**config.mk**
```make
export PLATFORM = sky130hd
export DESIGN_NAME = srd_back
export DESIGN_NICKNAME = d
export VERILOG_FILES = /design/src/rtl/core/srd_pkg.sv /design/src/rtl/core/srd_back.sv
export SDC_FILE = /design/constraint.sdc
export NUM_CORES = 1
export LEC_CHECK = 0
export ABC_AREA = 0
export BUFFER_PORTS_ARGS = -buffer_cell sky130_fd_sc_hd__buf_2
export CAP_MARGIN = 30
export CELL_PAD_IN_SITES_DETAIL_PLACEMENT = 1
export CELL_PAD_IN_SITES_GLOBAL_PLACEMENT = 1
export CORE_UTILIZATION = 47
export DETAILED_ROUTE_END_ITERATION = 8
export GPL_TIMING_DRIVEN = 0
export PLACE_DENSITY = 0.83
export SYNTH_ARGS = -nofsm -noshare
export SYNTH_HDL_FRONTEND = slang
export SYNTH_SLANG_ARGS = --single-unit
```
**constraint.sdc**
```tcl
create_clock -name clk -period 8.6 [get_ports clk]
set_input_delay 0.43 -clock clk [delete_from_list [all_inputs] [get_ports clk]]
set_output_delay 0.43 -clock clk [all_outputs]
set_load 0.02 [all_outputs]
```
**src/rtl/core/srd_pkg.sv**
```systemverilog
// Shared types and constants for the stationary run detector.
// Used by every module in rtl/core; no dependencies of its own.
package srd_pkg;

  // Field widths
  localparam int COORD_BITS     = 24;
  localparam int INDEX_BITS     = 20;
  localparam int THR_BITS       = 24;
  localparam int MIN_BITS       = 20;
  localparam int TAG_BITS       = 16;
  localparam int CFG_DATA_BITS  = 24;
  localparam int CFG_INDEX_BITS = 2;

  // Arithmetic widths
  localparam int SQ_BITS   = 2 * COORD_BITS;
  localparam int SUM_BITS  = SQ_BITS + 2;
  localparam int THR2_BITS = 2 * THR_BITS;

  // Queue between front and back
  localparam int QUEUE_DEPTH    = 4;
  localparam int QUEUE_PTR_BITS = $clog2(QUEUE_DEPTH);
  localparam int QUEUE_CNT_BITS = $clog2(QUEUE_DEPTH + 1);

  // Result queue
  localparam int RES_DEPTH    = 2;
  localparam int RES_PTR_BITS = $clog2(RES_DEPTH);
  localparam int RES_CNT_BITS = $clog2(RES_DEPTH + 1);

  // Register reset values
  localparam logic [THR_BITS-1:0] THR_RESET = THR_BITS'(256);
  localparam logic [MIN_BITS-1:0] MIN_RESET = MIN_BITS'(3);
  localparam logic [TAG_BITS-1:0] TAG_RESET = TAG_BITS'(0);

  localparam logic [INDEX_BITS-1:0] INDEX_MAX = {INDEX_BITS{1'b1}};

  // Register indexes
  typedef enum logic [CFG_INDEX_BITS-1:0] {
    REG_MOVE_THRESHOLD  = 2'd0,
    REG_MIN_RUN_SAMPLES = 2'd1,
    REG_TAG_VALUE       = 2'd2
  } cfg_reg_t;

  // Classified sample handed from front to back
  typedef struct packed {
    logic still;
    logic last;
  } class_item_t;

  // One reported run
  typedef struct packed {
    logic [INDEX_BITS-1:0] start_index;
    logic [INDEX_BITS-1:0] end_index;
    logic [TAG_BITS-1:0]   tag;
  } result_t;

endpackage

```
**src/rtl/core/srd_back.sv**
```systemverilog
// Back end: tracks the current stationary run, reports qualifying runs
// into a small result queue. Depends on srd_pkg.
module srd_back (
  input  logic                           clk,
  input  logic                           rst,
  input  logic                           q_valid,
  input  srd_pkg::class_item_t           q_item,
  output logic                           q_pop,
  input  logic [srd_pkg::MIN_BITS-1:0]   min_run_samples,
  input  logic [srd_pkg::TAG_BITS-1:0]   tag_value,
  output logic                           empty,
  input  logic                           pop,
  output logic [srd_pkg::INDEX_BITS-1:0] run_start_index,
  output logic [srd_pkg::INDEX_BITS-1:0] run_end_index,
  output logic [srd_pkg::TAG_BITS-1:0]   run_tag
);
  import srd_pkg::*;

  // Run state
  logic                  in_stationary_run;
  logic [INDEX_BITS-1:0] start_index, end_index, sample_counter;

  logic                  in_run_mid;
  logic [INDEX_BITS-1:0] start_mid, end_mid, run_len;
  logic                  close_run, emit;

  // Result queue
  result_t                 res_entries [RES_DEPTH];
  logic [RES_PTR_BITS-1:0] res_wr, res_rd;
  logic [RES_CNT_BITS-1:0] res_count;
  logic                    res_pop;
  result_t                 res_head;

  // Take a sample only with room for its possible result
  assign q_pop = q_valid && (res_count < RES_CNT_BITS'(RES_DEPTH));

  // Stationary sample opens or extends the run
  assign in_run_mid = q_item.still || in_stationary_run;
  assign start_mid  = (q_item.still && !in_stationary_run) ? sample_counter : start_index;
  assign end_mid    = q_item.still ? sample_counter : end_index;
  assign run_len    = end_mid - start_mid;
  assign close_run  = !q_item.still || q_item.last;
  assign emit       = q_pop && close_run && in_run_mid
                      && (run_len >= INDEX_BITS'(min_run_samples));

  // Run tracking
  always_ff @(posedge clk) begin
    if (rst) begin
      in_stationary_run <= 1'b1;
      start_index       <= '0;
      end_index         <= '0;
      sample_counter    <= '0;
    end else if (q_pop) begin
      if (q_item.last) begin
        in_stationary_run <= 1'b1;
        start_index       <= '0;
        end_index         <= '0;
        sample_counter    <= '0;
      end else begin
        in_stationary_run <= in_run_mid && !close_run;
        start_index       <= start_mid;
        end_index         <= end_mid;
        if (sample_counter != INDEX_MAX) sample_counter <= sample_counter + 1'b1;
      end
    end
  end

  // Result queue control
  assign empty    = (res_count == '0);
  assign res_pop  = pop && !empty;
  assign res_head = res_entries[res_rd];

  always_ff @(posedge clk) begin
    if (rst) begin
      res_wr    <= '0;
      res_rd    <= '0;
      res_count <= '0;
    end else begin
      if (emit) res_wr <= res_wr + 1'b1;
      if (res_pop) res_rd <= res_rd + 1'b1;
      if (emit && !res_pop) begin
        res_count <= res_count + 1'b1;
      end else if (!emit && res_pop) begin
        res_count <= res_count - 1'b1;
      end
    end
  end

  always_ff @(posedge clk) begin
    if (emit) begin
      res_entries[res_wr] <= '{start_index: start_mid, end_index: end_mid, tag: tag_value};
    end
  end

  assign run_start_index = res_head.start_index;
  assign run_end_index   = res_head.end_index;
  assign run_tag         = res_head.tag;

  // Indices only grow within a sequence
  a_start_le_end: assert property (@(posedge clk) disable iff (rst)
    start_index <= end_index)
    else $error("back: run start beyond run end");

  // A final sample returns the index to zero
  a_last_clears: assert property (@(posedge clk) disable iff (rst)
    (q_pop && q_item.last) |=> (sample_counter == '0) && in_stationary_run)
    else $error("back: state not cleared after final sample");

  // Result queue never overflows
  a_res_bound: assert property (@(posedge clk) disable iff (rst)
    res_count <= RES_CNT_BITS'(RES_DEPTH))
    else $error("back: result queue overflow");

endmodule

```
-- Word level (Yosys, flattened, before mapping)
Memory sizes are Yosys's and may differ from the RTL's. A register that Yosys moved wholly into a read port is not among the register bits.
Cells that the tools add are included.
- register bits: 65
- latch bits: 0
- memory bits (writable): 112
- memory bits (read-only): 0
- input port bits: 42
- output and inout port bits: 58
- word-level logic and storage cells: 51
- memories kept: 1
- memories (name ; words ; bits a word ; rd ports ; clocked after memory_dff ; write ports ; RTL line ; source):
    res_entries ; 2 ; 56 ; 1 ; 1 ; 1 ; srd_back.sv:28 ; result_t res_entries [RES_DEPTH];
- add/subtract/negate cells: 6
- multiply operators: 0
- div/mod/pow operators: 0
- magnitude comparators: 2
- equal/unequal tests: 1
- shift-type cells: 0
- muxes and demuxes: 13
- bitwise gates (word level): 0
- reductions and logical operators: 21
- operators by type and width (cell ; count):
    20-bit 2-to-1 mux ; 6
    20-bit by 1-bit adder with 20-bit output, second input constant ; 1
    20-bit >= comparator ; 1
    20-bit inequality test, second input constant ; 1
    20-bit subtractor ; 1
    1-bit logical AND ; 9
    1-bit logical NOT ; 6
    1-bit 2-to-1 mux ; 5
    2-bit 2-to-1 mux ; 2
    2-bit nonzero test ; 2
    1-bit adder, second input constant ; 2
    2-bit by 1-bit adder with 2-bit output, second input constant ; 1
    2-bit logical NOT ; 1
    1-bit logical OR ; 2
    2-bit less-than comparator, second input constant ; 1
    2-bit AND reduction ; 1
    2-bit by 1-bit subtractor with 2-bit output, second input constant ; 1

-- Longest topological paths before layout
- word-level depth: 10
- mapped depth: 26
- depth with buffers taken out: 23

-- Worst setup path before layout
No wires, ideal clock.
- path kind: input to register
- start: in q_item[1] (netlist name)
- end: mem res_entries[0][0] (netlist name), enable pin
- setup time: 477 ps
- arrival: 6587 ps
- required time: 8123 ps
- path slack: 1536 ps
- stages: 20
- buffers on the path: 5
- path through: buf_6 > buf_6 > buf_2 > buf_1 > mux2_2 > ha_1 > clkbuf_1 > a21o_1 > a31o_2 > nor3_1 > o211ai_1 > a31oi_1 > o21ai_0 > xnor2_1 > ha_1 > nand4_1 > nor2_1 > nand3_1 > o21ai_0 > nor2b_1
- elaborated cells on any way between the ends: 13
- those cells by class: 1 x add/sub; 1 x order compare; 4 x mux; 7 x reduce/logical
- RTL lines (item ; RTL line ; source):
    start, declared ; srd_back.sv:7 ; input srd_pkg::class_item_t q_item,
    20-bit 2-to-1 mux ; srd_back.sv:40 ; assign end_mid = q_item.still ? sample_counter : end_index;
    net end_mid[10] ; srd_back.sv:24 ; logic [INDEX_BITS-1:0] start_mid, end_mid, run_len;
    20-bit subtractor ; srd_back.sv:41 ; assign run_len = end_mid - start_mid;
    20-bit >= comparator ; srd_back.sv:44 ; && (run_len >= INDEX_BITS'(min_run_samples));
    1-bit logical AND ; srd_back.sv:44 ;
    net emit ; srd_back.sv:25 ; logic close_run, emit;
    1-bit 2-to-1 mux ; srd_back.sv:90 ; if (emit) begin
    1-bit 2-to-1 mux (implied by the code) ; srd_back.sv:91 ; res_entries[res_wr] <= '{start_index: start_mid, end_index: end_mid, tag: tag_value};
    end, declared ; srd_back.sv:28 ;
The timed path passes the listed nets, and every way through them passes these cells.

-- Final worst setup path
- start: reg in_stationary_run
- end: mem res_entries[0][4] (netlist name), enable pin
- longest elaborated chain between the ends: 8
- elaborated cells on any way between the ends: 10
- those cells by class: 1 x add/sub; 1 x order compare; 3 x mux; 5 x reduce/logical
- RTL lines (item ; RTL line ; source):
    start, declared ; srd_back.sv:20 ; logic in_stationary_run;
    start signal, assigned ; srd_back.sv:60 ; in_stationary_run <= in_run_mid && !close_run;
    1-bit logical NOT ; srd_back.sv:39 ; assign start_mid = (q_item.still && !in_stationary_run) ? sample_counter : start_index;
    1-bit logical AND ; srd_back.sv:39 ;
    20-bit 2-to-1 mux ; srd_back.sv:39 ;
    net start_mid[10] ; srd_back.sv:24 ;
    20-bit subtractor ; srd_back.sv:41 ;
    20-bit >= comparator ; srd_back.sv:44 ;
    1-bit logical AND ; srd_back.sv:44 ;
    net emit ; srd_back.sv:25 ;
    1-bit 2-to-1 mux ; srd_back.sv:90 ;
    1-bit 2-to-1 mux (implied by the code) ; srd_back.sv:91 ;
The timed path passes the listed nets, and every way through them passes these cells.

==> results by stage <==
Run status:
- The flow ran to the end, and the final reports show no timing, DRC or antenna violations.

Placement:
- Timing analysis after detailed placement gives a worst setup slack of 1620 ps.
- Summed over all nets, the half-perimeter wirelength after detailed placement is around 17 mm.
- Routability-driven placement finished with a final weighted congestion of 0.841.
- The total of buffers placed on input and output ports is 99.

Synth:
- Yosys mapped a number of flops with a built-in enable equal to 112.
- The synthesized netlist cell count is 781.
- The number of nets in the synthesized netlist is between 800 and 900.
- The fraction of the yosys area taken by sequential cells is between 50% and 60%.
- The most used flip-flop cell after synthesis is edfxtp_1.
- The synthesized area per cell is 11.5 sq um.
- The number of warnings issued by yosys is 0.
- After synthesis the cells add up to 0.00897 sq mm.
- The number of distinct library cell variants in the gate-level netlist after synthesis is 66.
- The synthesized design contains 178 register bits.
- In the synthesized netlist the async set-or-reset flop fraction comes to 0%.

Clocking:
- In this run the number of H-tree levels came out at 4.
- The clock root buffer is clkbuf_16.
- The post-CTS setup buffer count is 0.
- After clock tree synthesis, the clock-pin slew on the worst setup and hold paths is around 70 ps.
- The CTS buffer count is 17.
- The count of instances resized after the clock tree is built is 0.
- The number of buffers inserted for hold repair after clock tree synthesis is 0.
- The clock passes through at most 2 buffers.
- The clock sink total is 178.
- TritonCTS built the clock tree.
- The clock network latency to the later pin of the worst-skew pair is between 400 and 500 ps.

Drt:
- Using the TritonRoute via totals, the vias-per-cell ratio works out to 5.74.
- The detailed-route via count is 6594.
- For this run, the detailed router's first-pass iteration total came to 7.
- The detail route stage leaves a number of antenna-violating nets equal to 0.
- The average wire per standard cell is 20.3 microns.
- For this block, the routed nets add up to between 20 and 25 mm of wire.
- The first routing iteration left 400 violations.
- The DRC violation count after routing is 0.

Cells and area:
- The net count of the finished layout is 980.
- The diode insertion count for antenna repair is 0.
- After filler insertion, the fill cell instance count of the layout stands at between 2000 and 2500.
- The area growth from synthesis to layout is 16.0%.
- The share of post-route cells with drive strength above 1 is ~28%.

STA:
- The shortest period the worst path allows is 6690 ps.
- Setup violations remaining at the end of the flow were counted as 0.
- The relative slew slack is 35.9%.
- The final hold slack is around 190 ps.
- For this run, the top clock speed supported by timing is 0.150 GHz.
- The final setup TNS is 0 ps.
- For the pin with the worst max-slew slack, the measured transition is 959 ps.
- Setup repair after global routing left no endpoint under its margin.
- The worst clock skew on the final layout is around 13 ps.
- The final period utilization is 77.8%.
- The count of final hold-check violations is 0.
- The slack of the critical path is between 1500 and 2000 ps.
- The count of pins over their slew limit came to 0.

Floorplanning:
- Once the floorplan was initialized, standard cells occupied 47.9% of the core.
- The area of the core is 0.0187 sq mm.
- The standard-cell row count is 50.
- The die boundary height is 140 microns.
- The number of primary I/O pins is 100.
- The horizontal die dimension is roughly 140 microns.
- The floorplan step defined a die boundary enclosing 0.0196 sq mm.

Setup path:
- The signal on the critical path passes through nand2b_1, buf_1, mux2_2, inv_1, ha_1, clkbuf_1, a21o_1, a31o_2, nor3_1, o211ai_1, a31oi_1, o21ai_0, xnor2_1, ha_1, nand4_1, nor2_1, nand3_1, o21ai_0, nor2b_4, buf_12.
- The delay contributed by the slowest stage of the critical path is 930 ps.
- For the worst setup path, the data arrival time is 6810 ps.
- The worst setup path is launched from a register.
- Along the worst path, the maximum fanout reaches 31.
- In this run the critical register-to-register path is launched from in_stationary_run$_SDFFE_PP1P_.
- The number of cells on the worst reg-to-reg path is 20.
- STA puts the critical path data required time at 8720 ps.
- The path type of the worst setup path is register to register.
- Across all register-to-register paths, the minimum setup slack is 1910 ps.
- In this run the critical register-to-register path is captured at res_entries[0][4]$_DFFE_PP_.
- The library cell contributing the largest single delay on the critical path is nor2b_4.
- In this run the worst setup path terminates at res_entries[0][4]$_DFFE_PP_.
- The critical path starts at in_stationary_run$_SDFFE_PP1P_.
- The critical path capture point type is a register.

GRT:
- The global-route wire length before repair is ~36 mm.
- Global routing consumed, over all layers together, 24.3% of the routing resources.
- The initial antenna violation count came to 0.
- The via count of the first global-routing pass is between 6000 and 7000.
- The maximum number of pins on one net before global-route repair is 32.
- Summed over all layers, the global routing overflow is 0.

Pwr:
- In this run the power density over the cells is 190 mW/mm^2.
- The share of power burned in registers is between 40% and 50%.
- The worst-case vdd ir drop is 90.7 uV.
- The power spent charging and discharging nets is 0.519 mW.
- The internal portion of the total power is ~1.5 mW.
- The leakage power summed over all cells is 4.16 nW.
- The net switching share of the total power is 26.2%.
- The combinational share of power is 14.9%.
- The part of the total power dissipated in the clock network is 39.0%.

Worst hold path:
- The min-delay analysis places its worst path in the category primary input to register.

Job:
- Max-cap violations in this run came to 0.
[power by group through the flow]
| stage | Combinational [mW] | Sequential (mW) | Clock, mW |
|---|---|---|---|
| after floorplan | 0.202 | 0.931 | 0 |
| after global placement | 0.289 | 0.932 | 0 |
| after detailed placement | 0.296 | 0.932 | 0 |
| after CTS | 0.298 | 0.913 | 0.782 |
| after global routing | 0.316 | 0.914 | 0.812 |
| final | 0.295 | 0.913 | 0.772 |
[cell type report]
type / instances / area [sq um] / area share [%]
flip-flops and latches: 178 / 4680 / 45.1
multi-input cells: 513 / 3870 / 37.3
repair buffers: 101 / 536 / 5.15
clock buffers: 18 / 439 / 4.22
well taps: 234 / 293 / 2.82
plain buffers: 47 / 255 / 2.45
inverters: 43 / 161 / 1.55
clock inverters: 14 / 155 / 1.49
[sequential cells by signal, summed over array words and instances (netlist names), named ones only]
| name | cells |
|---|---|
| start_index | 20 |
| end_index | 20 |
| res_wr | 1 |
| sample_counter | 20 |
| res_count | 2 |
| res_rd | 1 |
| in_stationary_run | 1 |
| res_entries | 112 |
[kinds of logic (layout without fill, tap and decap cells)]
logic type / Yosys count / after routing / synth area share [%]
DFF: 178 / 178 / 52.2
buffers and inverters: 90 / 223 / 4.65
muxes: 92 / 92 / 11.5
adders and majority gates: 37 / 37 / 5.16
and+or+nand+nor: 191 / 191 / 10.5
xor gates and xnor gates: 40 / 40 / 3.91
AOI/OAI and AO/OA: 153 / 153 / 12.0
[worst min-delay path by stage]
stage / slack [ps] / cells past startpoint / endpoint / startpoint
6_report: 190 / 1 / res_entries[0][2]$_DFFE_PP_ / tag_value[2]
5_1_grt: 170 / 1 / res_entries[0][0]$_DFFE_PP_ / tag_value[0]
4_1_cts: 170 / 1 / res_entries[0][0]$_DFFE_PP_ / tag_value[0]
3_5_place_dp: 500 / 2 / end_index[11]$_SDFFE_PP0P_ / end_index[11]$_SDFFE_PP0P_
3_3_place_gp: 480 / 2 / start_index[16]$_SDFFE_PP0P_ / start_index[16]$_SDFFE_PP0P_
2_1_floorplan: 470 / 2 / register / res_rd$_SDFFE_PP0P_
[metrics by stage]
stage	utilization [%]	area [sq um]	total power [mW]	std cells
4_1_cts	55.6	10400	1.99	1148
6_report	55.6	10400	1.98	1148
3_3_place_gp	52.1	9750	1.22	1114
2_1_floorplan	-	8970	1.13	781
5_1_grt	55.6	10400	2.04	1148
3_5_place_dp	52.4	9800	1.23	1116
[routing by layer]
layer,GRT usage [%],vias to the layer above,routed length (microns)
met5,0,-,0
met4,9.02,0,498
met3,4.82,38,1410
met2,42.4,195,11600
met1,29.6,3269,9800
li1,-,3092,-
[layout by cell type (no fill, tap or decap), drive strengths merged, types with 3 or more instances in the layout]
master    count
o21bai        4
nor2b         4
xnor2        20
buf         121
nand2b       11
dfxtp        66
clkinvlp      4
nand4        13
nor3          8
a31oi         7
a21oi        31
inv          46
o211ai        3
and3          5
or3           8
and3b         3
a21o         18
o21ai        22
nand2        28
xor2         20
edfxtp      112
o22ai         3
a22oi        40
nand3        14
and2          4
o21a          4
mux2         90
ha           37
nor2         82
clkinv        5
clkbuf       45
[synthesized netlist by cell type, drive strengths merged (2+ instances only)]
master	n	area share (%)
a31oi	7	0.56
and2	4	0.28
mux2	90	11
nand2	28	1.3
o21a	4	0.33
inv	43	1.8
and3	5	0.36
a21o	18	1.5
nor2b	4	0.28
nand3	14	0.78
nor2	82	3.4
o221ai	2	0.27
nand4	13	0.91
nor3	8	0.45
a311oi	2	0.20
o22a	2	0.21
dfxtp	66	15
a41oi	2	0.40
xor2	20	2.0
edfxtp	112	38
ha	37	5.2
o21bai	4	0.33
a22oi	40	3.3
o211ai	3	0.25
a211oi	2	0.17
and4	2	0.20
or2	2	0.14
and3b	3	0.29
nand2b	11	0.91
xnor2	20	2.0
o22ai	3	0.21
a211o	2	0.20
clkbuf	27	1.1
mux2i	2	0.22
a21oi	31	1.7
o21ai	22	1.2
or3	8	0.56
buf	20	1.7
[critical path, delay by kind of cell (launching register included)]
kind	cells	cell delay [ps]
simple gates	6	1750
compound gates	6	1770
fa+ha+maj	2	530
xor+xnor	1	180
buf+inv	4	1160
flops	1	460
mux	1	480
(Power assumes the default switching activity.)
