$ cat config.mk
export PLATFORM = sky130hd
export DESIGN_NAME = srd_queue
export DESIGN_NICKNAME = d
export VERILOG_FILES = /design/src/rtl/core/srd_pkg.sv /design/src/rtl/core/srd_queue.sv
export SDC_FILE = /design/constraint.sdc
export NUM_CORES = 1
export LEC_CHECK = 0
export ABC_AREA = 1
export BUFFER_PORTS_ARGS = -buffer_cell sky130_fd_sc_hd__buf_2
export CAP_MARGIN = 30
export CORE_AREA = 2 2 42 44
export CTS_CLUSTER_SIZE = 24
export DETAILED_ROUTE_END_ITERATION = 8
export DIE_AREA = 0 0 44 46
export GPL_TIMING_DRIVEN = 0
export HOLD_SLACK_MARGIN = 0.02
export PLACE_DENSITY = 0.67
export RECOVER_POWER = 100
export SLEW_MARGIN = 10
export SYNTH_ARGS = -nofsm -noshare
export SYNTH_HDL_FRONTEND = slang
export SYNTH_SLANG_ARGS = --single-unit
$ cat constraint.sdc
create_clock -name clk -period 2.1 [get_ports clk]
set_input_delay 0.42 -clock clk [delete_from_list [all_inputs] [get_ports clk]]
set_output_delay 0.42 -clock clk [all_outputs]
set_load 0.03 [all_outputs]
$ cat src/rtl/core/srd_pkg.sv
// Shared types and constants for the stationary run detector.
// Used by every module in rtl/core; no dependencies of its own.
package srd_pkg;

  // Field widths
  localparam int COORD_BITS     = 24;
  localparam int INDEX_BITS     = 20;
  localparam int THR_BITS       = 24;
  localparam int MIN_BITS       = 20;
  localparam int TAG_BITS       = 16;
  localparam int CFG_DATA_BITS  = 24;
  localparam int CFG_INDEX_BITS = 2;

  // Arithmetic widths
  localparam int SQ_BITS   = 2 * COORD_BITS;
  localparam int SUM_BITS  = SQ_BITS + 2;
  localparam int THR2_BITS = 2 * THR_BITS;

  // Queue between front and back
  localparam int QUEUE_DEPTH    = 4;
  localparam int QUEUE_PTR_BITS = $clog2(QUEUE_DEPTH);
  localparam int QUEUE_CNT_BITS = $clog2(QUEUE_DEPTH + 1);

  // Result queue
  localparam int RES_DEPTH    = 2;
  localparam int RES_PTR_BITS = $clog2(RES_DEPTH);
  localparam int RES_CNT_BITS = $clog2(RES_DEPTH + 1);

  // Register reset values
  localparam logic [THR_BITS-1:0] THR_RESET = THR_BITS'(256);
  localparam logic [MIN_BITS-1:0] MIN_RESET = MIN_BITS'(3);
  localparam logic [TAG_BITS-1:0] TAG_RESET = TAG_BITS'(0);

  localparam logic [INDEX_BITS-1:0] INDEX_MAX = {INDEX_BITS{1'b1}};

  // Register indexes
  typedef enum logic [CFG_INDEX_BITS-1:0] {
    REG_MOVE_THRESHOLD  = 2'd0,
    REG_MIN_RUN_SAMPLES = 2'd1,
    REG_TAG_VALUE       = 2'd2
  } cfg_reg_t;

  // Classified sample handed from front to back
  typedef struct packed {
    logic still;
    logic last;
  } class_item_t;

  // One reported run
  typedef struct packed {
    logic [INDEX_BITS-1:0] start_index;
    logic [INDEX_BITS-1:0] end_index;
    logic [TAG_BITS-1:0]   tag;
  } result_t;

endpackage

$ cat src/rtl/core/srd_queue.sv
// Short queue of classified samples between front and back.
// Depends on srd_pkg.
module srd_queue (
  input  logic                               clk,
  input  logic                               rst,
  input  logic                               push,
  input  srd_pkg::class_item_t               push_item,
  input  logic                               pop,
  output logic                               valid,
  output srd_pkg::class_item_t               head_item,
  output logic [srd_pkg::QUEUE_CNT_BITS-1:0] count
);
  import srd_pkg::*;

  class_item_t               entries [QUEUE_DEPTH];
  logic [QUEUE_PTR_BITS-1:0] wr_ptr, rd_ptr;
  logic                      do_pop;

  assign valid     = (count != '0);
  assign do_pop    = pop && valid;
  assign head_item = entries[rd_ptr];

  // Pointers and fill count
  always_ff @(posedge clk) begin
    if (rst) begin
      wr_ptr <= '0;
      rd_ptr <= '0;
      count  <= '0;
    end else begin
      if (push) wr_ptr <= wr_ptr + 1'b1;
      if (do_pop) rd_ptr <= rd_ptr + 1'b1;
      if (push && !do_pop) begin
        count <= count + 1'b1;
      end else if (!push && do_pop) begin
        count <= count - 1'b1;
      end
    end
  end

  // Storage
  always_ff @(posedge clk) begin
    if (push) entries[wr_ptr] <= push_item;
  end

  // Front credit must keep a full queue from being written
  a_no_overflow: assert property (@(posedge clk) disable iff (rst)
    (count == QUEUE_CNT_BITS'(QUEUE_DEPTH)) |-> !push)
    else $error("queue: push while full");

endmodule

# Word-level counts from Yosys, hierarchy flattened
# Memory sizes are Yosys's and may differ from the RTL's. A register that Yosys moved wholly into a read port is not among the register bits.
# Index checks and enable logic that the tools add are counted.
# W data, S select, Z words.
[totals]
ff_bits = 7
in_bits = 6
out_inout_bits = 6
wordCells = 21
ram_bits = 8
n_memories = 1
[classes]
add_sub_neg = 4
mux = 6
n_reduce_logical = 7
[mem_list]
columns = ["name", "words", "width", "read_ports", "rd_clocked_by_memory_dff", "write_ports", "line", "text"]
rows = [
  ["entries", 4, 2, 1, 1, 1, "srd_queue.sv:15", "class_item_t entries [QUEUE_DEPTH];"],
]
[op_table]
columns = ["operator", "n"]
rows = [
  ["$mux W3", 2],
  ["$add A2 B1 Y2 const B", 2],
  ["$mux W2", 2],
  ["$add A3 B1 Y3 const B", 1],
  ["$logic_and A1 B1 Y1", 3],
  ["$reduce_bool A3 Y1", 1],
  ["$sub A3 B1 Y3 const B", 1],
  ["$logic_not A1 Y1", 2],
  ["$mux W1", 2],
  ["$reduce_bool A2 Y1", 1],
]

# Logic depth before layout (Yosys ltp)
# Gate-level depths: netlist of run 1.
[logic_depth]
depth_word = 5
mapped_depth = 12
depth_no_buf = 12

# Least setup slack after synthesis of run 1
# Ideal clock, no wire load.
[synth_timing]
path_kind = "register to register"
start = "reg count[0] (netlist name)"
end = "reg count[1] (netlist name)"
setup_ns = 0.116
arrival_ns = 1.801
stages_incl_launch_ff = 9
t_required_ns = 1.984
synth_period_minus_slack_ns = 1.917
path_slack_ns = 0.183
path_buffers = 0
cell_sequence = "dfxtp_1 inv_1 nand2_2 nand2_4 ha_1 inv_1 fa_1 o21ai_0 nor2_1"
[synth_via]
elab_chain_len = 5
elab_cells_between_ends = 10
classes_between = "add/sub: 2; mux: 2; reduce/logical: 6"
[synth_lines]
columns = ["element", "line", "text"]
rows = [
  ["start, declared", "srd_queue.sv:11", "output logic [srd_pkg::QUEUE_CNT_BITS-1:0] count"],
  ["start signal, assigned", "srd_queue.sv:33", "count <= count + 1'b1;"],
  ["start signal, assigned", "srd_queue.sv:35", "count <= count - 1'b1;"],
  ["$reduce_bool A3 Y1 *", "srd_queue.sv:19", "assign valid = (count != '0);"],
  ["named net valid", "srd_queue.sv:9", "output logic valid,"],
  ["$logic_and A1 B1 Y1 *", "srd_queue.sv:20", "assign do_pop = pop && valid;"],
  ["$logic_not A1 Y1", "srd_queue.sv:32", "if (push && !do_pop) begin"],
  ["$logic_and A1 B1 Y1", "srd_queue.sv:32", ""],
  ["$mux W3 / $reduce_bool A2 Y1 (equally long branches)", "--", ""],
]
# The timed path passes the listed nets; every way through them passes the cells marked *. The select of a mux whose other input is x is not followed.
# A chain may end at the register's enable or synchronous reset.

# Worst setup path after layout of run 1
[layout_timing]
start = "reg count[0] (netlist name)"
end = "reg count[1] (netlist name)"
[layout_via]
elab_chain_len = 5
elab_cells_between_ends = 10
classes_between = "add/sub: 2; mux: 2; reduce/logical: 6"
[layout_lines]
columns = ["element"]
rows = [
  ["parallel branches: the longest is 5 deep, another holds $sub A3 B1 Y3"],
]
# Several ways; the timed one is not identified. The select of a mux whose other input is x is not followed.

==> metrics.txt, run 1 <==
initial antenna violation count=0; Switch Pwr=between 0.3 and 0.4 mW; I/O pin cnt=12; Post-CTS Hold Fix Bufs=0; LEAKAGE=0.386 nW; commonest non-fill, non-tap cells in the layout=inv_1, nand2_1, nor2_1, dfxtp_1; # H-tree levels=1; DR vias=538; Setup CP Type=reg2reg; Max-Cap Viols=0; HPWL Detailed=between 800 and 900 µm; fin util=53.3%; Max Slew Vio Count=0; Layout Nets=112; Max clock buf depth=2; Net Count, Synth=96; post-route setup TNS=0 ps; clk_skew=3.28 ps; power density over the cells=1100 nW/µm²; Tmin final=approximately 1800 ps; share of cells above drive strength 1=10.1%; register area share after synthesis=a little over half; Initial DRC Count=8; number of setup buffers added after CTS=0; Cell Area, Synth=776 µm²; DR vias/cell=4.64; Core Area=1610 µm²; vias in the first global route=493; root buf cell=clkbuf_4; Synthesis Warnings=0; HP Class=in2reg; Seq pwr share=a little under half; nature of the critical path endpoint=register; CP startpoint kind=register; commonest non-fill, non-tap cell in the layout=inv_1; critical path fanouts, max=4; routability cong.=0.699; Inserted Diodes=0; GRT overflow=0; Die ar.=2020 µm²; Critical Path AT=1970 ps; WL/cell=9.67 µm; mean area per synthesized cell=9.24 µm²; Pre-antenna DRT Iters=4; area delta synth->final=10.8%; Clock Pin Slew Worst Setup and Hold Paths=90 ps; PortBufs=11; FMAX=561 MHz; count of cell types in the netlist=16; final setup fails=0; Total Routed Length=1.12 mm; first-pass GRT wire length=1.90 mm; Comb power frac=35.6%; worst slew pin tran=about 370 ps; Sw Ratio=roughly 40%; largest net degree at the start of global routing=11; Clk pwr share=17.9%; final hold vios=0; status=finished, final reports clean; Initial Util=approximately half; P_int=0.567 mW; site row count=15; FF+latch count, synth=17; clk_lat worst skew=290 ps; # clock sinks=17; Synth Instances=84; VDD IR max=0.515 mV; Overall Global Routing Usage=13.6%; PostCTS Resize Cnt=0; TritonCTS clock tree=built; drt drc=0; Slew headroom=75.7%; CTS Buf Count=3; ANT nets after route=0; Die Wd=44 µm; Die H=46 µm; RSZ-0062 raised after global routing=false; fin crit share=between 80 and 90%; Req. time, crit path=2290 ps
-- through the flow --
stage               power, mW  hold slack, ps  setup slack (ps)  cell area, µm²  instances
floorplan               0.717             459               183             776         84
global route             1.02             384               133             860        116
global placement        0.800             487               441             852        112
finish                  0.941             378               316             860        116
detailed placement      0.807             493               428             852        112
CTS                     0.980             343               406             880        116
-- routing by layer --
metal  track usage [%]  wire (µm)  vias up
li1                  -          -      295
met4              5.45         10        0
met5                 0          0        -
met1              14.6        520      232
met3              7.14         59        2
met2              22.4        532        9
-- path summary, 6_finish.rpt --
kind	from	endpoint	slack (ps)	cells after the start
setup / recovery	count[0]	count[1]	320	8
hold / removal	rst	rd_ptr[0]	380	2
setup reg to reg	count[0]	count[1]	320	8
hold reg to reg	rd_ptr[0]	rd_ptr[0]	510	2
-- critical path, cell delays in order (launching register included) --
cell,delay [ps]
dfxtp_1,400
inv_1,100
nand2_1,130
nand2_1,130
ha_1,210
inv_1,80
fa_1,420
o21ai_0,160
nor2_1,50
-- cell usage after synthesis, drive strengths merged --
| library cell | instances | area (µm²) |
|---|---|---|
| dfxtp | 9 | 180 |
| nand2 | 15 | 68.8 |
| edfxtp | 8 | 240 |
| o21ai | 6 | 30.0 |
| o22ai | 2 | 12.5 |
| nor2 | 12 | 47.6 |
| xnor2 | 1 | 8.76 |
| nand3 | 3 | 15.0 |
| fa | 1 | 20.0 |
| a21oi | 5 | 25.0 |
| ha | 5 | 62.6 |
| inv | 16 | 60.1 |
| buf | 1 | 5.00 |
-- cells by family (layout without fill, tap and decap cells) --
logic type | Yosys count | count (layout) | share of synthesized area [%]
flip-flops | 17 | 17 | 54.2
adder cells (fa/ha/maj) | 6 | 6 | 10.6
XOR/XNOR | 1 | 1 | 1.13
AO/OA/AOI/OAI | 13 | 13 | 8.71
AND/OR/NAND/NOR | 30 | 30 | 16.9
buffers and inverters | 17 | 32 | 8.39
-- layout make-up --
class                   instances  area (µm²)
repair buffers                 11        45.0
inverters                      16        60.1
plain buffers                   1        5.00
clock buffers                   3        22.5
clock inverters                 1        5.00
multi-input cells              50         280
fillers                       144         754
flip-flops and latches         17         420
well taps                      17        21.3
-- power by group through the flow --
stage	combinational [mW]	clock, mW	sequential [mW]
2_1_floorplan	0.236	0	0.481
3_3_place_gp	0.355	0	0.445
3_5_place_dp	0.361	0	0.446
4_1_cts	0.364	0.177	0.439
5_1_grt	0.383	0.191	0.447
6_report	0.335	0.168	0.438
No activity file was read; power rests on OpenSTA's default activity.
==> run 2, diff against run 1 <==
==> constraint.sdc (replaced) <==
create_clock -name clk -period 1.67 [get_ports clk]
set_input_delay 0.334 -clock clk [delete_from_list [all_inputs] [get_ports clk]]
set_output_delay 0.334 -clock clk [all_outputs]
set_load 0.03 [all_outputs]
==> metrics.txt, run 2 (same netlist as run 1, synthesis figures left out) <==
status=finished, final reports clean; Comb power frac=approximately two fifths; Fill cells=143; Die ar.=2020 µm²; WL met1=581 µm; CP delay by family, top=simple AND/OR/NAND/NOR gates; first-pass GRT wire length=1.78 mm; CP bufs+invs=2; Pre-antenna DRT Iters=4; WL/cell=9.84 µm; Total Routed Length=1.15 mm; VDD IR max=0.709 mV; final hold vios=0; final setup fails=0; ANT nets after route=0; Inserted Diodes=0; Total Power=1.30 mW; site row count=15; HPWL Detailed=889 µm; Detail Route met3 WL=37 µm; nature of the critical path endpoint=register; Core Area=1610 µm²; Layout Nets=113; critical path, cell by cell=nor2_4 > nand2_4 > nand2_4 > ha_4 > inv_1 > fa_2 > inv_1 > nand2_1 > nand3_2 > nand2_1 > nand2_1 > nor2_1; # H-tree levels=1; Tmin final=around 1600 ps; GRT overflow=0; Max-Cap Viols=0; Max Slew Vio Count=0; PortBufs=11; Max clock buf depth=2; CP startpoint kind=register; Die H=roughly 46 µm; Multi-input gate area=323 µm²; Switch Pwr=0.509 mW; root buf cell=clkbuf_4; HP Class=in2reg; fin crit share=93.8%; vias in the first global route=425; Clk pwr share=15.9%; LEAKAGE=0.419 nW; DR vias=roughly 550; Overall Global Routing Usage=12.5%; pre-CTS setup slack=roughly 13 ps; Sw Ratio=about two fifths; Req. time, crit path=between 1500 and 2000 ps; drt drc=0; Initial Util=48.1%; initial antenna violation count=0; power density over the cells=around 1400 nW/µm²; critical path fanouts, max=4; clk_skew=8.72 ps; commonest non-fill, non-tap cell in the layout=inv_1; CP max stage cell=dfxtp_2; post-route setup TNS=0 ps; Die Wd=44 µm; fin area=925 µm²; Seq pwr share=43.6%; Post-CTS Hold Fix Bufs=0; slack of the critical path=between 100 and 150 ps; register area=around 430 µm²; share of cells above drive strength 1=26.0%; Initial DRC Count=5; FF-to-FF setup slack=100 ps; RSZ-0062 raised after global routing=true; Clock Pin Slew Worst Setup and Hold Paths=100 ps; DR vias/cell=~4.7; Slew headroom=88.3%; Setup CP Type=reg2reg; Placed Area=871 µm²; P_int=0.794 mW; Critical Path AT=~1800 ps; top sig layer=met4; # clock sinks=17; FMAX=638 MHz; routability cong.=0.765; I/O pin cnt=12; CP max stage delay=350 ps; area delta synth->final=19.2%; commonest non-fill, non-tap cells in the layout=inv_1, nand2_1, buf_2, nor2_1, edfxtp_1; CP dominant cell by count=nand2_1; clk_lat worst skew=280 ps; TritonCTS clock tree=built; worst slew pin tran=176 ps; routed wl met2=520 µm; largest net degree at the start of global routing=10; CTS Buf Count=3
run 2: cell types whose count changed in the layout (fill, tap and decap cells not counted), sizes merged:
cell | before | now
buf | 4 | 11
clkbuf | 11 | 6
clkinv | 1 | 0
run 2: timing repair:
action / 4_1_cts / 5_1_grt
hold endpoints to repair: 0 / 0
setup endpoints to repair: 1 / 2
buffers inserted: 0 / 1
pin swaps: 0 / 3
resized for setup: 2 / 5
run 2: final timing paths:
kind	to	from	cells past startpoint
setup / recovery	count[2]	count[2]	12
hold / removal	wr_ptr[0]	rst	2
setup reg to reg	count[2]	count[2]	12
hold reg to reg	rd_ptr[1]	rd_ptr[1]	2
run 2: final cells by class:
type,count,area share (%)
Buffer,1,0.541
Inverter,16,6.50
Sequential cell,17,46.4
Clock buffer,4,2.84
Multi-Input combinational cell,50,34.9
Tap cell,17,2.30
Timing Repair Buffer,12,6.50
run 2: per-stage QoR:
stage / utilization, % / hold slack (ps) / cells
after global routing: 57.3 / 273 / 117
final: 57.3 / 287 / 117
after detailed placement: 54.0 / 491 / 112
after floorplan: - / 403 / 84
after global placement: 54.0 / 482 / 112
after CTS: 55.7 / 255 / 116
run 2: power groups by stage:
| stage | combinational, mW | sequential (mW) | clock [mW] |
|---|---|---|---|
| global placement | 0.461 | 0.576 | 0 |
| global route | 0.581 | 0.577 | 0.239 |
| detailed placement | 0.471 | 0.580 | 0 |
| finish | 0.528 | 0.568 | 0.207 |
| floorplan | 0.314 | 0.625 | 0 |
| CTS | 0.477 | 0.574 | 0.219 |
run 2: routing by layer:
layer / vias up / GRT usage, %
li1: 299 / -
met1: 239 / 16.5
met2: 5 / 17.9
met3: 2 / 3.97
met4: 0 / 7.27
met5: - / 0
==> run 3, diff against run 2 <==
--- a/config.mk
+++ b/config.mk
@@ -8,13 +8,13 @@
 export ABC_AREA = 1
 export BUFFER_PORTS_ARGS = -buffer_cell sky130_fd_sc_hd__buf_2
 export CAP_MARGIN = 30
-export CORE_AREA = 2 2 42 44
+export CORE_AREA = 2 2 45 47
 export CTS_CLUSTER_SIZE = 24
 export DETAILED_ROUTE_END_ITERATION = 8
-export DIE_AREA = 0 0 44 46
+export DIE_AREA = 0 0 47 49
 export GPL_TIMING_DRIVEN = 0
 export HOLD_SLACK_MARGIN = 0.02
-export PLACE_DENSITY = 0.67
+export PLACE_DENSITY = 0.59
 export RECOVER_POWER = 100
 export SLEW_MARGIN = 10
 export SYNTH_ARGS = -nofsm -noshare
==> metrics.txt, run 3 (same netlist as run 1, synthesis figures left out) <==
status=finished, final reports clean; drt drc=0; share of cells above drive strength 1=30.0%; Initial DRC Count=3; HP Class=in2reg; CTS Buf Count=3; ANT nets after route=0; Inserted Diodes=0; CP startpoint kind=register; TritonCTS clock tree=built; Die ar.=about 2300 µm²; clk_lat worst skew=280 ps; commonest non-fill, non-tap cells in the layout=inv_1, nand2_1, buf_2, nor2_1, edfxtp_1; hold path depth=2; register area=429 µm²; largest net degree at the start of global routing=11; LEAKAGE=0.420 nW; Placed Area=approximately 880 µm²; FMAX=615 MHz; Comb power frac=41.7%; fin crit share=97.3%; Critical Path AT=1810 ps; PortBufs=11; Sw Ratio=40.1%; Setup CP Type=reg2reg; Overall Global Routing Usage=12.4%; WL/cell=10.3 µm; critical path fanouts, max=4; nature of the critical path endpoint=register; fin area=around 940 µm²; RSZ-0062 raised after global routing=true; DR vias/cell=4.39; worst-case reg-to-reg path depth=12; Post-CTS Hold Fix Bufs=0; # H-tree levels=1; clk_skew=10.6 ps; Max clock buf depth=2; routability cong.=about 0.70; Slew headroom=between 80% and 90%; worst slew pin tran=178 ps; Tmin final=1630 ps; Switch Pwr=roughly 0.53 mW; Layout Nets=113; GRT overflow=0; Die H=49 µm; area delta synth->final=21.3%; vias in the first global route=501; fin util=51.1%; first-pass GRT wire length=between 2 and 2.5 mm; Core Area=1840 µm²; Max-Cap Viols=0; Total Routed Length=1.31 mm; site row count=16; Initial Util=42.1%; HPWL Detailed=973 µm; DR vias=557; Total Power=1.32 mW; Fill cells=198; final setup fails=0; Multi-input gate area=325 µm²; # clock sinks=17; Clk pwr share=approximately 16%; commonest non-fill, non-tap cell in the layout=inv_1; Req. time, crit path=1860 ps; I/O pin cnt=12; Pre-antenna DRT Iters=3; P_int=approximately 0.79 mW; final hold vios=0; Die Wd=around 47 µm; VDD IR max=0.724 mV; Clock Pin Slew Worst Setup and Hold Paths=100 ps; root buf cell=clkbuf_4; post-route setup TNS=0 ps; Seq pwr share=42.5%; initial antenna violation count=0; Max Slew Vio Count=0; power density over the cells=roughly 1400 nW/µm²
run 3: cell count changes in the layout (fill, tap and decap cells not counted), sizes merged:
| cell | before | now |
|---|---|---|
| clkinv | 0 | 1 |
| clkbuf | 6 | 5 |
run 3: critical path, stage by stage, from the launching register on:
cell and delay [ps]:
dfxtp_2 350, nor2_4 110, nand2_4 70, nand2_4 80, ha_4 130, inv_2 50, fa_2 370, inv_2 60
nand2_1 60, nand3_2 90, nand2_1 60, nand2_1 50, nor2_1 30
run 3: through the flow:
stage          setup slack, ps  cells  hold WS (ps)
2_1_floorplan             1.55     84           403
3_3_place_gp              41.0    122           487
3_5_place_dp             -8.78    122           496
4_1_cts                0.00289    127           269
5_1_grt                  -64.2    127           285
6_report                  44.7    127           288
run 3: layout make-up:
cell class / instances / area share (%)
multi-input combinational: 50 / 34.6
clock inverter: 1 / 0.532
clock buffer: 3 / 2.39
inverter: 16 / 6.38
tap: 27 / 3.59
buffer: 1 / 0.532
sequential: 17 / 45.6
timing repair buffer: 12 / 6.38
run 3: metal layers:
metal	track usage, %	part of all wire [%]	vias to the layer above
met5	0	0	-
met4	6.94	0.99	0
met3	3.33	2.6	2
met2	18.3	49	6
met1	16.0	47	251
li1	-	-	298
run 3: final timing paths:
kind,endpoint,slack [ps],start
setup / recovery,count[2],40,count[2]
hold / removal,register,290,rst
setup reg to reg,count[2],40,count[2]
hold reg to reg,register,510,rd_ptr[0]
run 3: repair_timing:
action / 4_1_cts / 5_1_grt
setup buffers: 1 / 0
pin swaps: 1 / 3
setup endpoints to repair: 1 / 2
gates resized for setup: 1 / 8
run 3: power groups by stage:
stage | clock network (mW) | registers [mW] | logic, mW
detailed placement | 0 | 0.581 | 0.476
global route | 0.237 | 0.572 | 0.607
CTS | 0.219 | 0.564 | 0.504
global placement | 0 | 0.578 | 0.468
finish | 0.210 | 0.563 | 0.552
floorplan | 0 | 0.625 | 0.314
